### src/hdl/sjf_pkg.sv
// Shared types and codes for the two-level thread scheduler
`default_nettype none
package sjf_pkg;
	localparam int TID_W = 4;
	localparam int BUD_W = 17;

	typedef enum logic [1:0] {
		OP_CREATE = 2'd0,
		OP_TICK   = 2'd1,
		OP_EXIT   = 2'd2
	} op_t;

	typedef enum logic [1:0] {
		ST_OK   = 2'd0,
		ST_FULL = 2'd1,
		ST_IDLE = 2'd2
	} status_t;

	typedef enum logic [2:0] {
		EV_NONE    = 3'd0,
		EV_PREEMPT = 3'd1,
		EV_QUANTUM = 3'd2,
		EV_FINISH  = 3'd3,
		EV_EJECT   = 3'd4
	} event_t;

	typedef enum logic [1:0] {
		CFG_QUANTUM = 2'd0,
		CFG_INIT    = 2'd1
	} cfg_idx_t;

	typedef enum logic [1:0] {
		FSM_IDLE  = 2'd0,
		FSM_WORK  = 2'd1,
		FSM_OUT   = 2'd2
	} fsm_t;

	// command to every cell of a queue chain for one cycle
	typedef struct packed {
		logic push;      // insert tail/sorted entry
		logic pop;       // shift towards head
		logic sorted;    // high queue: insert by key
	} qcmd_t;
endpackage
`default_nettype wire

### src/hdl/sjf_cell.sv
// One queue cell: holds an id and key, shifts towards the head or opens a gap for an insert
`default_nettype none
module sjf_cell #(
	parameter int IW = 4,
	parameter int KW = 17
) (
	input  wire logic                 clk,
	input  wire logic                 arst_n,
	input  wire sjf_pkg::qcmd_t       cmd,
	input  wire logic                 ins_here_tail,
	input  wire logic [IW-1:0]        new_id,
	input  wire logic signed [KW-1:0] new_key,
	input  wire logic                 prev_valid,
	input  wire logic [IW-1:0]        prev_id,
	input  wire logic signed [KW-1:0] prev_key,
	input  wire logic                 prev_goes_right,
	input  wire logic                 next_valid,
	input  wire logic [IW-1:0]        next_id,
	input  wire logic signed [KW-1:0] next_key,
	output logic                      valid,
	output logic [IW-1:0]             id,
	output logic signed [KW-1:0]      key,
	output logic                      goes_right
);
	import sjf_pkg::*;

	logic                 valid_q;
	logic [IW-1:0]        id_q;
	logic signed [KW-1:0] key_q;

	// entry moves right when a sorted insert lands before it
	assign goes_right = valid_q && cmd.sorted && (key_q > new_key);

	always_ff @(posedge clk or negedge arst_n) begin
		if (!arst_n) begin
			valid_q <= 1'b0;
		end else if (cmd.pop) begin
			valid_q <= next_valid;
			id_q    <= next_id;
			key_q   <= next_key;
		end else if (cmd.push) begin
			if (cmd.sorted) begin
				if (goes_right) begin
					valid_q <= 1'b1;
					if (prev_goes_right) begin
						id_q  <= prev_id;
						key_q <= prev_key;
					end else begin
						id_q  <= new_id;
						key_q <= new_key;
					end
				end else if (!valid_q && prev_valid) begin
					valid_q <= 1'b1;
					if (prev_goes_right) begin
						id_q  <= prev_id;
						key_q <= prev_key;
					end else begin
						id_q  <= new_id;
						key_q <= new_key;
					end
				end else if (!valid_q && ins_here_tail) begin
					valid_q <= 1'b1;
					id_q    <= new_id;
					key_q   <= new_key;
				end
			end else if (ins_here_tail) begin
				valid_q <= 1'b1;
				id_q    <= new_id;
				key_q   <= new_key;
			end
		end
	end

	assign valid = valid_q;
	assign id    = id_q;
	assign key   = key_q;
endmodule
`default_nettype wire

### src/hdl/sjf_queue.sv
// Row of queue cells: FIFO or key-sorted queue with head pop
`default_nettype none
module sjf_queue #(
	parameter int DEPTH = 16,
	parameter int IW    = 4,
	parameter int KW    = 17
) (
	input  wire logic                 clk,
	input  wire logic                 arst_n,
	input  wire sjf_pkg::qcmd_t       cmd,
	input  wire logic [IW-1:0]        new_id,
	input  wire logic signed [KW-1:0] new_key,
	output logic                      head_valid,
	output logic [IW-1:0]             head_id
);
	import sjf_pkg::*;

	logic                 v  [DEPTH];
	logic [IW-1:0]        ids[DEPTH];
	logic signed [KW-1:0] ks [DEPTH];
	logic                 gr [DEPTH];

	for (genvar g = 0; g < DEPTH; g++) begin : g_cell
		logic                 pv, pg, nv, tail;
		logic [IW-1:0]        pid, nid;
		logic signed [KW-1:0] pk, nk;
		if (g == 0) begin : g_first
			assign pv   = 1'b0;
			assign pg   = 1'b0;
			assign pid  = '0;
			assign pk   = '0;
			assign tail = !v[0];
		end else begin : g_mid
			assign pv   = v[g-1];
			assign pg   = gr[g-1];
			assign pid  = ids[g-1];
			assign pk   = ks[g-1];
			assign tail = !v[g] && v[g-1];
		end
		if (g == DEPTH - 1) begin : g_last
			assign nv  = 1'b0;
			assign nid = '0;
			assign nk  = '0;
		end else begin : g_inner
			assign nv  = v[g+1];
			assign nid = ids[g+1];
			assign nk  = ks[g+1];
		end
		sjf_cell #(.IW(IW), .KW(KW)) u_cell (
			.clk(clk), .arst_n(arst_n), .cmd(cmd), .ins_here_tail(tail),
			.new_id(new_id), .new_key(new_key),
			.prev_valid(pv), .prev_id(pid), .prev_key(pk), .prev_goes_right(pg),
			.next_valid(nv), .next_id(nid), .next_key(nk),
			.valid(v[g]), .id(ids[g]), .key(ks[g]), .goes_right(gr[g])
		);
	end

	assign head_valid = v[0];
	assign head_id    = ids[0];
endmodule
`default_nettype wire

### src/hdl/sjf_rr_thread_scheduler_top.sv
// Top level of the two-level thread scheduler
// Sequence: an event is decoded on acceptance, then the work state does the
// optional second queue push and then the dispatch pop; output is registered.
// One event at a time: a new one is taken the cycle after the result is taken.
// Queues are rows of shifting cells, one insert or pop per cycle each.
// Reset: slot zero holds the running thread with initial_budget, queues empty.
`default_nettype none
module sjf_rr_thread_scheduler_top #(
	parameter int MAX_THREADS = 16,
	parameter int TICK_BITS   = 16
) (
	input  wire logic                       clk,
	input  wire logic                       arst_n,
	input  wire logic                       in_valid,
	output logic                            in_ready,
	input  wire logic [1:0]                 op,
	input  wire logic                       priority_req,
	input  wire logic [TICK_BITS-1:0]       budget_ticks,
	output logic                            out_valid,
	input  wire logic                       out_ready,
	output logic [1:0]                      status,
	output logic [$clog2(MAX_THREADS)-1:0]  created_tid,
	output logic [$clog2(MAX_THREADS)-1:0]  running_tid,
	output logic                            running_valid,
	output logic [2:0]                      event_code,
	output logic [$clog2(MAX_THREADS)-1:0]  ended_tid,
	input  wire logic                       cfg_we,
	input  wire logic [1:0]                 cfg_index,
	input  wire logic [TICK_BITS-1:0]       cfg_data
);
	import sjf_pkg::*;

	localparam int TW = $clog2(MAX_THREADS);
	localparam int BW = TICK_BITS + 1;

	logic [TICK_BITS-1:0] quantum_q, init_q, slice_q;
	logic                 started_q;
	logic [MAX_THREADS-1:0] used_q, prio_q;
	logic signed [BW-1:0] budget_q [MAX_THREADS];
	logic [TW-1:0]        cur_q;
	logic                 curv_q;
	fsm_t                 state_q, state_d;

	// per-event registers
	logic [TW-1:0]        pend_id_q;       // second push, if any
	logic                 pend_hi_q, pend_push_q, need_disp_q;
	logic [1:0]           st_q;
	logic [TW-1:0]        crt_q, end_q;
	logic [2:0]           ev_q;

	qcmd_t                lo_cmd, hi_cmd;
	logic [TW-1:0]        lo_id, hi_id;
	logic signed [BW-1:0] hi_key;
	logic                 lo_hv, hi_hv;
	logic [TW-1:0]        lo_hid, hi_hid;

	sjf_queue #(.DEPTH(MAX_THREADS), .IW(TW), .KW(BW)) u_low (
		.clk(clk), .arst_n(arst_n), .cmd(lo_cmd), .new_id(lo_id), .new_key('0),
		.head_valid(lo_hv), .head_id(lo_hid)
	);
	sjf_queue #(.DEPTH(MAX_THREADS), .IW(TW), .KW(BW)) u_high (
		.clk(clk), .arst_n(arst_n), .cmd(hi_cmd), .new_id(hi_id), .new_key(hi_key),
		.head_valid(hi_hv), .head_id(hi_hid)
	);

	logic [TICK_BITS-1:0] effq;
	assign effq = (quantum_q == '0) ? TICK_BITS'(1) : quantum_q;

	// free slot search
	logic          has_free;
	logic [TW-1:0] free_id;
	always_comb begin
		has_free = 1'b0;
		free_id  = '0;
		for (int i = MAX_THREADS - 1; i >= 0; i--) begin
			if (!used_q[i]) begin
				has_free = 1'b1;
				free_id  = TW'(i);
			end
		end
	end

	logic accept;
	assign in_ready = (state_q == FSM_IDLE);
	assign accept   = in_valid && in_ready;

	logic signed [BW-1:0] cur_bud, cur_dec, new_bud;
	assign cur_bud = budget_q[cur_q];
	assign cur_dec = cur_bud - BW'(1);
	assign new_bud = $signed({1'b0, budget_ticks});

	// queue command in the work state: pending push first, then dispatch pop
	logic do_push, do_pop;
	always_comb begin
		state_d = state_q;
		do_push = 1'b0;
		do_pop  = 1'b0;
		case (state_q)
			FSM_IDLE: if (accept) state_d = FSM_WORK;
			FSM_WORK: begin
				if (pend_push_q) begin
					do_push = 1'b1;
				end else begin
					do_pop  = need_disp_q;
					state_d = FSM_OUT;
				end
			end
			FSM_OUT:  if (out_ready) state_d = FSM_IDLE;
			default:  state_d = FSM_IDLE;
		endcase
	end

	logic pop_hi, pop_lo;
	assign pop_hi = do_pop && hi_hv;
	assign pop_lo = do_pop && !hi_hv && lo_hv;

	always_comb begin
		lo_cmd = '{push: do_push && !pend_hi_q, pop: pop_lo, sorted: 1'b0};
		hi_cmd = '{push: do_push && pend_hi_q, pop: pop_hi, sorted: do_push && pend_hi_q};
		lo_id  = pend_id_q;
		hi_id  = pend_id_q;
		hi_key = budget_q[pend_id_q];
	end

	always_ff @(posedge clk or negedge arst_n) begin
		if (!arst_n) begin
			state_q <= FSM_IDLE;
		end else begin
			state_q <= state_d;
		end
	end

	always_ff @(posedge clk or negedge arst_n) begin
		if (!arst_n) begin
			quantum_q   <= TICK_BITS'(10);
			init_q      <= '0;
			slice_q     <= TICK_BITS'(10);
			started_q   <= 1'b0;
			used_q      <= MAX_THREADS'(1);
			prio_q      <= '0;
			for (int i = 0; i < MAX_THREADS; i++) budget_q[i] <= '0;
			cur_q       <= '0;
			curv_q      <= 1'b1;
			pend_push_q <= 1'b0;
			need_disp_q <= 1'b0;
			pend_hi_q   <= 1'b0;
			pend_id_q   <= '0;
			st_q        <= ST_OK;
			crt_q       <= '0;
			end_q       <= '0;
			ev_q        <= EV_NONE;
		end else begin
			if (cfg_we) begin
				if (cfg_index == CFG_QUANTUM) begin
					quantum_q <= cfg_data;
					if (!started_q)
						slice_q <= (cfg_data == '0) ? TICK_BITS'(1) : cfg_data;
				end else if (cfg_index == CFG_INIT) begin
					init_q <= cfg_data;
					if (!started_q) budget_q[0] <= $signed({1'b0, cfg_data});
				end
			end
			if (accept) begin
				started_q   <= 1'b1;
				st_q        <= ST_OK;
				crt_q       <= '0;
				end_q       <= '0;
				ev_q        <= EV_NONE;
				pend_push_q <= 1'b0;
				need_disp_q <= 1'b0;
				case (op)
					OP_CREATE: begin
						if (!has_free) begin
							st_q <= ST_FULL;
						end else begin
							used_q[free_id]   <= 1'b1;
							prio_q[free_id]   <= priority_req;
							budget_q[free_id] <= new_bud;
							crt_q             <= free_id;
							if (!curv_q) begin
								pend_push_q <= 1'b1;
								pend_id_q   <= free_id;
								pend_hi_q   <= priority_req;
								need_disp_q <= 1'b1;
							end else if (!priority_req) begin
								pend_push_q <= 1'b1;
								pend_id_q   <= free_id;
								pend_hi_q   <= 1'b0;
							end else if (!prio_q[cur_q] || (new_bud < cur_bud)) begin
								pend_push_q <= 1'b1;
								pend_id_q   <= cur_q;
								pend_hi_q   <= prio_q[cur_q];
								cur_q       <= free_id;
								slice_q     <= effq;
								ev_q        <= EV_PREEMPT;
							end else begin
								pend_push_q <= 1'b1;
								pend_id_q   <= free_id;
								pend_hi_q   <= 1'b1;
							end
						end
					end
					OP_TICK: begin
						if (curv_q) begin
							budget_q[cur_q] <= cur_dec;
							if (!prio_q[cur_q] && slice_q != '0)
								slice_q <= slice_q - TICK_BITS'(1);
							if (cur_dec < 0) begin
								used_q[cur_q] <= 1'b0;
								end_q         <= cur_q;
								ev_q          <= EV_EJECT;
								need_disp_q   <= 1'b1;
							end else if (!prio_q[cur_q] && slice_q <= TICK_BITS'(1)) begin
								pend_push_q <= 1'b1;
								pend_id_q   <= cur_q;
								pend_hi_q   <= 1'b0;
								ev_q        <= EV_QUANTUM;
								need_disp_q <= 1'b1;
							end
						end
					end
					OP_EXIT: begin
						if (curv_q) begin
							used_q[cur_q] <= 1'b0;
							end_q         <= cur_q;
							ev_q          <= EV_FINISH;
							need_disp_q   <= 1'b1;
						end
					end
					default: ;
				endcase
			end
			if (do_push) pend_push_q <= 1'b0;
			if (do_pop) begin
				if (hi_hv) begin
					cur_q   <= hi_hid;
					curv_q  <= 1'b1;
					slice_q <= effq;
				end else if (lo_hv) begin
					cur_q   <= lo_hid;
					curv_q  <= 1'b1;
					slice_q <= effq;
				end else begin
					cur_q  <= '0;
					curv_q <= 1'b0;
				end
			end
		end
	end

	assign out_valid     = (state_q == FSM_OUT);
	assign status        = (st_q == ST_FULL) ? ST_FULL : (curv_q ? ST_OK : ST_IDLE);
	assign created_tid   = crt_q;
	assign running_tid   = curv_q ? cur_q : '0;
	assign running_valid = curv_q;
	assign event_code    = ev_q;
	assign ended_tid     = end_q;

	// init_q is held for visibility of the register only
	logic unused_init;
	assign unused_init = ^init_q;

	a_one_cmd: assert property (@(posedge clk) disable iff (!arst_n)
		!(do_push && do_pop))
		else $error("push and pop in one cycle");
	a_out_after_work: assert property (@(posedge clk) disable iff (!arst_n)
		$rose(out_valid) |-> $past(state_q == FSM_WORK))
		else $error("result without work cycle");
	a_no_accept_busy: assert property (@(posedge clk) disable iff (!arst_n)
		(state_q != FSM_IDLE) |-> !in_ready)
		else $error("accept while busy");
	a_idle_tid: assert property (@(posedge clk) disable iff (!arst_n)
		(out_valid && !running_valid) |-> (running_tid == '0))
		else $error("idle with tid");
endmodule
`default_nettype wire

### config.mk
export PLATFORM = sky130hd
export DESIGN_NAME = sjf_rr_thread_scheduler_top
export DESIGN_NICKNAME = d
export VERILOG_FILES = /design/src/hdl/sjf_pkg.sv /design/src/hdl/sjf_cell.sv /design/src/hdl/sjf_queue.sv /design/src/hdl/sjf_rr_thread_scheduler_top.sv
export SDC_FILE = /design/constraint.sdc
export NUM_CORES = 2
export LEC_CHECK = 0
export BUFFER_PORTS_ARGS = -buffer_cell sky130_fd_sc_hd__buf_4
export CAP_MARGIN = 0
export CORE_UTILIZATION = 30
export CTS_BUF_LIST = sky130_fd_sc_hd__clkbuf_16
export DETAILED_ROUTE_END_ITERATION = 8
export PLACE_DENSITY = 0.4
export SLEW_MARGIN = 40
export SYNTH_ARGS = -nofsm -noshare
export SYNTH_HDL_FRONTEND = slang
export SYNTH_HIERARCHICAL = 1
export SYNTH_SLANG_ARGS = --single-unit
### constraint.sdc
create_clock -name clk -period 7.4 [get_ports clk]
set_input_delay 0.37 -clock clk [delete_from_list [all_inputs] [get_ports clk]]
set_output_delay 0.37 -clock clk [all_outputs]
set_load 0.05 [all_outputs]
# == Word-level counts from Yosys, hierarchy flattened ==
# Cells that the tools add are included.
# classes
n_reduce_logical,237
magnitude_cmp,28
div_mod_pow,0
bitwise,6
mux,504
shift,0
n_addsub,2
eq_ne,17
multipliers,0
# ops
op,n
$mux W17,103
$mux W272,3
$mux W4,177
$bwmux W272,2
$pmux W272 S2,1
$mux W16,19
$gt A17 B17 Y1,16
$mux W1,173
$bmux W17 S4,2
$demux W17 S4,2
$reduce_and A3 Y1,32
$logic_and A1 B1 Y1,89
$reduce_and A2 Y1,31
$reduce_bool A4 Y1,15
$reduce_bool A2 Y1,25
$pmux W16 S3,1
$logic_not A1 Y1,33
$logic_not A16 Y1,2
$pmux W16 S2,1
$reduce_and A6 Y1,3
$lt A17 B1 Y1 const B,1
$lt A17 B17 Y1,1
$sub A17 B2 Y17 const B,1
$and A16 B16 Y16,1
29 further kinds,60
# totals
latchBits,0
output_inout_bits,20
wordCells,906
mem_bits_ro,0
in_bits,42
ff_bits,796
mem_bits_rw,0
mem_count,0

# == Depth between registers and ports, before layout ==
# logic_depth
word_depth,25
ltp_mapped,21

# == By module ==
# Netlist, hierarchy kept.
# modules_own_cells
mod,cells_per_inst,area_per_inst_um2,n_inst
sjf_cell at u_high.g_cell[0].u_cell ...,214,2018.2,24
sjf_rr_thread_scheduler_top,2246,23094.6,1
sjf_cell at u_low.g_cell[2].u_cell ...,238,2087.0,8
sjf_queue,17,101.3,2

# == Least setup slack after synthesis ==
# No wires, ideal clock.
# synth_timing
kind,register to register
startpoint,register pend_id_q[0] (netlist: hi_id[0])
endpoint,"register u_high.g_cell[10].u_cell.id_q[1], data pin"
period_less_slack_ns,6.124
setup_ns,0.274
path_buffers,7
arrival_ns,5.850
path_slack_ns,1.276
stages_incl_launch_ff,22
path_cell_list,dfrtp_1 clkbuf_1 buf_1 buf_1 mux4_2 mux4_2 inv_1 ha_1 nand3_2 nor4_4 a311oi_2 a21oi_4 buf_6 nor2_1 nor2_1 clkbuf_1 and2_1 clkbuf_1 nand2b_1 buf_2 o211ai_1 a31oi_1
# synth_between
elab_chain_cells,11
word_cells_on_any_way,13
cone_classes,order compare: 2; mux: 8; bitwise: 1; reduce/logical: 2
# synth_lines
element,line_no,rtl
from (decl),sjf_rr_thread_scheduler_top.sv:45,logic [TW-1:0] pend_id_q;
from (signal assigned),sjf_rr_thread_scheduler_top.sv:182,pend_id_q <= free_id;
from (signal assigned),sjf_rr_thread_scheduler_top.sv:187,pend_id_q <= free_id;
from (signal assigned),sjf_rr_thread_scheduler_top.sv:191,pend_id_q <= cur_q;
$not A4 Y5 (not written as such) *,sjf_rr_thread_scheduler_top.sv:122,hi_key = budget_q[pend_id_q];
$bmux W17 S4 *,sjf_rr_thread_scheduler_top.sv:122,
$mux W17 (not written as such) * (2 in a row),sjf_rr_thread_scheduler_top.sv:122,
named net hi_key[14],sjf_rr_thread_scheduler_top.sv:53,logic signed [BW-1:0] hi_key;
$gt A17 B17 Y1 *,sjf_cell.sv:32,assign goes_right = valid_q && cmd.sorted && (key_q > new_key);
$logic_and A1 B1 Y1 *,sjf_cell.sv:32,
named net u_high.g_cell[10].pg,sjf_queue.sv:24,"logic pv, pg, nv, tail;"
$mux W4 *,"sjf_cell.sv:45, sjf_cell.sv:54",
$mux W4,sjf_cell.sv:52,end else if (!valid_q && prev_valid) begin
$mux W4 *,sjf_cell.sv:43,if (goes_right) begin
$mux W4 *,sjf_cell.sv:41,end else if (cmd.push) begin
$mux W4 *,sjf_cell.sv:37,end else if (cmd.pop) begin
to (signal assigned),sjf_cell.sv:39,id_q <= next_id;
to (signal assigned),sjf_cell.sv:46,id_q <= prev_id;
to (signal assigned),sjf_cell.sv:55,id_q <= prev_id;
to (decl),sjf_cell.sv:28,logic [IW-1:0] id_q;
# The timed path passes the listed nets; every way through them passes the cells marked *. The select of a mux whose other input is x is not followed.
# A chain may end at the register's enable or synchronous reset.

# == Final worst setup path ==
# layout_timing
startpoint,register pend_id_q[1] (netlist: hi_id[1])
endpoint,"register u_high.g_cell[8].u_cell.key_q[9], data pin"
# layout_between
elab_chain_cells,11
word_cells_on_any_way,14
cone_classes,order compare: 2; mux: 9; bitwise: 1; reduce/logical: 2
# layout_lines
element,line_no,rtl
$not A4 Y5 (not written as such) *,sjf_rr_thread_scheduler_top.sv:122,
$bmux W17 S4 *,sjf_rr_thread_scheduler_top.sv:122,
$mux W17 (not written as such) * (2 in a row),sjf_rr_thread_scheduler_top.sv:122,
named net hi_key[10],sjf_rr_thread_scheduler_top.sv:53,
$gt A17 B17 Y1 *,sjf_cell.sv:32,
$logic_and A1 B1 Y1 *,sjf_cell.sv:32,
named net u_high.g_cell[8].pg,sjf_queue.sv:24,
$mux W17 *,"sjf_cell.sv:45, sjf_cell.sv:54",
$mux W17,sjf_cell.sv:52,
$mux W17 *,sjf_cell.sv:43,
$mux W17 *,sjf_cell.sv:41,
$mux W17 *,sjf_cell.sv:37,
to (signal assigned),sjf_cell.sv:40,key_q <= next_key;
to (signal assigned),sjf_cell.sv:47,key_q <= prev_key;
to (signal assigned),sjf_cell.sv:56,key_q <= prev_key;
to (decl),sjf_cell.sv:29,logic signed [KW-1:0] key_q;
# Marks and branches as above.

==> summary.txt <==
GRT
  – M3 GR Usage: 0.0325
  – M2 GR Usage: 0.377
  – GRT Total Usage: 0.236
  – First-pass GRT wire length: 530000 um
  – Met1 Use GR: 0.329
  – GRT overflow: 0
  – Number of global-route vias before repair: 76334
  – Most Crowded Layer GR: met2
  – Largest net degree at the start of global routing: 140
  – Initial antenna violation count: 6

Job
  – Maxcap violations: 0

STA
  – Setup_tns: 0 ns
  – Final hold vios: 0
  – Relative slew slack: -0.0935
  – Setup ws final: 1.18 ns
  – Pins Over Slew Limit: 92
  – Setup Skew: roughly 0.1 ns
  – Crit share post-route: 0.841
  – Fin crit period: 6.22 ns
  – RSZ-0062 raised after global routing: false
  – Final setup vio count: 0
  – Worst-Margin Slew: 1.63 ns
  – Max Fclk: 0.161 GHz

CTS
  – TritonCTS clock tree: done
  – Hold_buf cts: 42
  – Clk_lat worst skew: 0.88 ns
  – H-Tree Depth: 4
  – # clock sinks: 1067
  – CTS Buf Count: 155
  – Setup Fix Bufs, Post-CTS: 0
  – Worst-path clk slew: 0.06 ns
  – Post-CTS sizing: 0
  – Clock root buffer: clkbuf_16
  – Clock tree buffer depth: 4

Run status
  – Status: finished with violations
  – Failing checks: slew limit

Power
  – Sequential fraction of design power: 0.284
  – Leak Pwr: 35.8 nW
  – Pint: 0.0165 W
  – Max IR drop VDD: 0.266 mV
  – P_sw: 0.0136 W
  – Tot Pwr: ~0.030 W
  – Clock network fraction of total power: 0.246
  – Comb pwr share: 0.470
  – PD cells: a little over 300 nW/um2
  – Switch share: 0.451

Placed design
  – Port bufs: 61
  – Placer Congestion: 0.877
  – Dpl ws: roughly 1.3 ns
  – HPWL Detailed: 257000 um

Detailed routing
  – Total Wirelength: 359000 um
  – TritonRoute pass-1 iters: 6
  – Remaining DRCs: 0
  – Drt via density: 5.75
  – Detailed Route Iter0 Violations: about 7000
  – ANT nets after route: 0
  – DR WL/cell: approximately 26 um
  – Via count: 78305

Final layout
  – Core Util, Final: 0.341
  – Total Nets Final: 10194
  – Share of cells above drive strength 1: 0.138
  – Synth-to-Final Area Change: 12.5%

Floorplan
  – I/O Pins: 62
  – Core area: 292000 um2
  – Die area: ~300000 um2
  – Starting Density: 0.303
  – Rows: just under 200
  – Die X: 545 um
  – Die Span Y: around 540 um

Worst setup path
  – CP Launch Type: register
  – CP required: between 7 and 8 ns
  – Crit. End Element: register
  – Crit path arrival time: 6.75 ns
  – Register-to-register setup slack: 1.18 ns
  – Setup Crit Path Kind: register to register
  – Number of cells on the worst reg-to-reg path: 17
  – Crit Path Max Fanout: 33

Yosys
  – Synthesized area: ~88000 um2
  – Avg Cell Area, Syn: 9.49 um2
  – Mapped Cells: 9318
  – Yosys warns: 6

Hold path
  – Worst Hold Class: input port to register
  – Worst hold stages: 4
registers in the layout (all words and copies together), names as in the netlist:
signal / flops
budget_q: 272
u_high/g_cell.u_cell/key: 272
u_low/g_cell.u_cell/key: 272
u_high/g_cell.u_cell/id: 64
u_low/g_cell.u_cell/id: 64
prio_q: 16
quantum_q: 16
slice_q: 16
u_high/g_cell.u_cell/valid: 16
u_low/g_cell.u_cell/valid: 16
used_q: 16
created_tid: 4
cur_q: 4
ended_tid: 4
hi_id: 4
event_code: 3
state_q: 2
need_disp_q: 1
pend_hi_q: 1
pend_push_q: 1
running_valid: 1
st_q: 1
started_q: 1
worst paths after layout:
| check | from | end |
|---|---|---|
| max in group asynchronous | arst_n | budget_q[119] |
| setup / recovery | hi_id[1] | u_high/g_cell[8].u_cell/key[9] |
| setup reg to reg | hi_id[1] | u_high/g_cell[8].u_cell/key[9] |
| hold / removal | cfg_index[0] | quantum_q[10] |
| hold reg to reg | created_tid[2] | created_tid[2] |
| min in group asynchronous | arst_n | slice_q[15] |
power groups by stage:
| stage | Sequential [W] | Combinational [W] | Clock (W) |
|---|---|---|---|
| 3_5_place_dp | 0.00866 | 0.0138 | 0 |
| 5_1_grt | 0.00864 | 0.0154 | 0.00783 |
| 2_1_floorplan | 0.00803 | 0.00986 | 0 |
| 4_1_cts | 0.00855 | 0.0139 | 0.00765 |
| 3_3_place_gp | 0.00869 | 0.0136 | 0 |
| 6_report | 0.00856 | 0.0142 | 0.00742 |
critical path: stages (launching register included):
cell,delay [ns]
dfrtp_4,0.77
buf_12,0.30
mux4_2,0.36
mux4_4,0.92
buf_12,0.30
inv_1,0.08
ha_1,0.16
nand4_2,0.14
nor4_4,0.27
a311oi_2,0.17
a21oi_4,0.44
nor2_1,0.13
nor2_1,0.13
buf_4,0.25
and2_1,0.47
nand2b_1,0.43
o211ai_1,0.31
a31oi_1,0.12
through the flow:
| stage | hold WS [ns] | cells | area, um2 |
|---|---|---|---|
| after floorplan | 0.0744 | 9799 | 90200 |
| after global placement | 0.297 | 13284 | 94000 |
| after detailed placement | 0.300 | 13286 | 94200 |
| after CTS | 0.0619 | 13609 | 99400 |
| after global routing | 0.121 | 13611 | 99500 |
| final | 0.136 | 13614 | 99500 |
layout by cell type, fill, tap and decap left out, types with 58 or more instances in the layout:
cell,instances
mux4_2,159
mux2i_1,331
nand3_1,265
conb_1,484
ha_1,565
a2111o_1,72
nand4_1,288
o21ai_0,669
o221ai_2,224
buf_4,262
o211ai_1,669
edfxtp_1,672
a21oi_1,288
nor2b_1,173
o21a_1,58
dfrtp_1,382
o221ai_1,129
nor2_1,620
a31oi_1,318
nand2_1,736
a22oi_1,214
inv_1,747
clkbuf_16,160
per-layer routing:
metal	share of wire	routed length, um
met5	0.000036	13
met4	0.030	10800
met3	0.057	20500
met2	0.46	164000
met1	0.46	164000
area by class of cell:
| class | count | area [um2] |
|---|---|---|
| diodes | 4 | 10.0 |
| clock buffers | 160 | 4000 |
| clock inverters | 121 | 846 |
| fillers | 29728 | 193000 |
| inverters | 733 | 2750 |
| multi-input cells | 7309 | 54200 |
| flip-flops and latches | 1067 | 30100 |
| well taps | 3900 | 4880 |
| repair buffers | 320 | 2690 |
(Power assumes the default switching activity.)
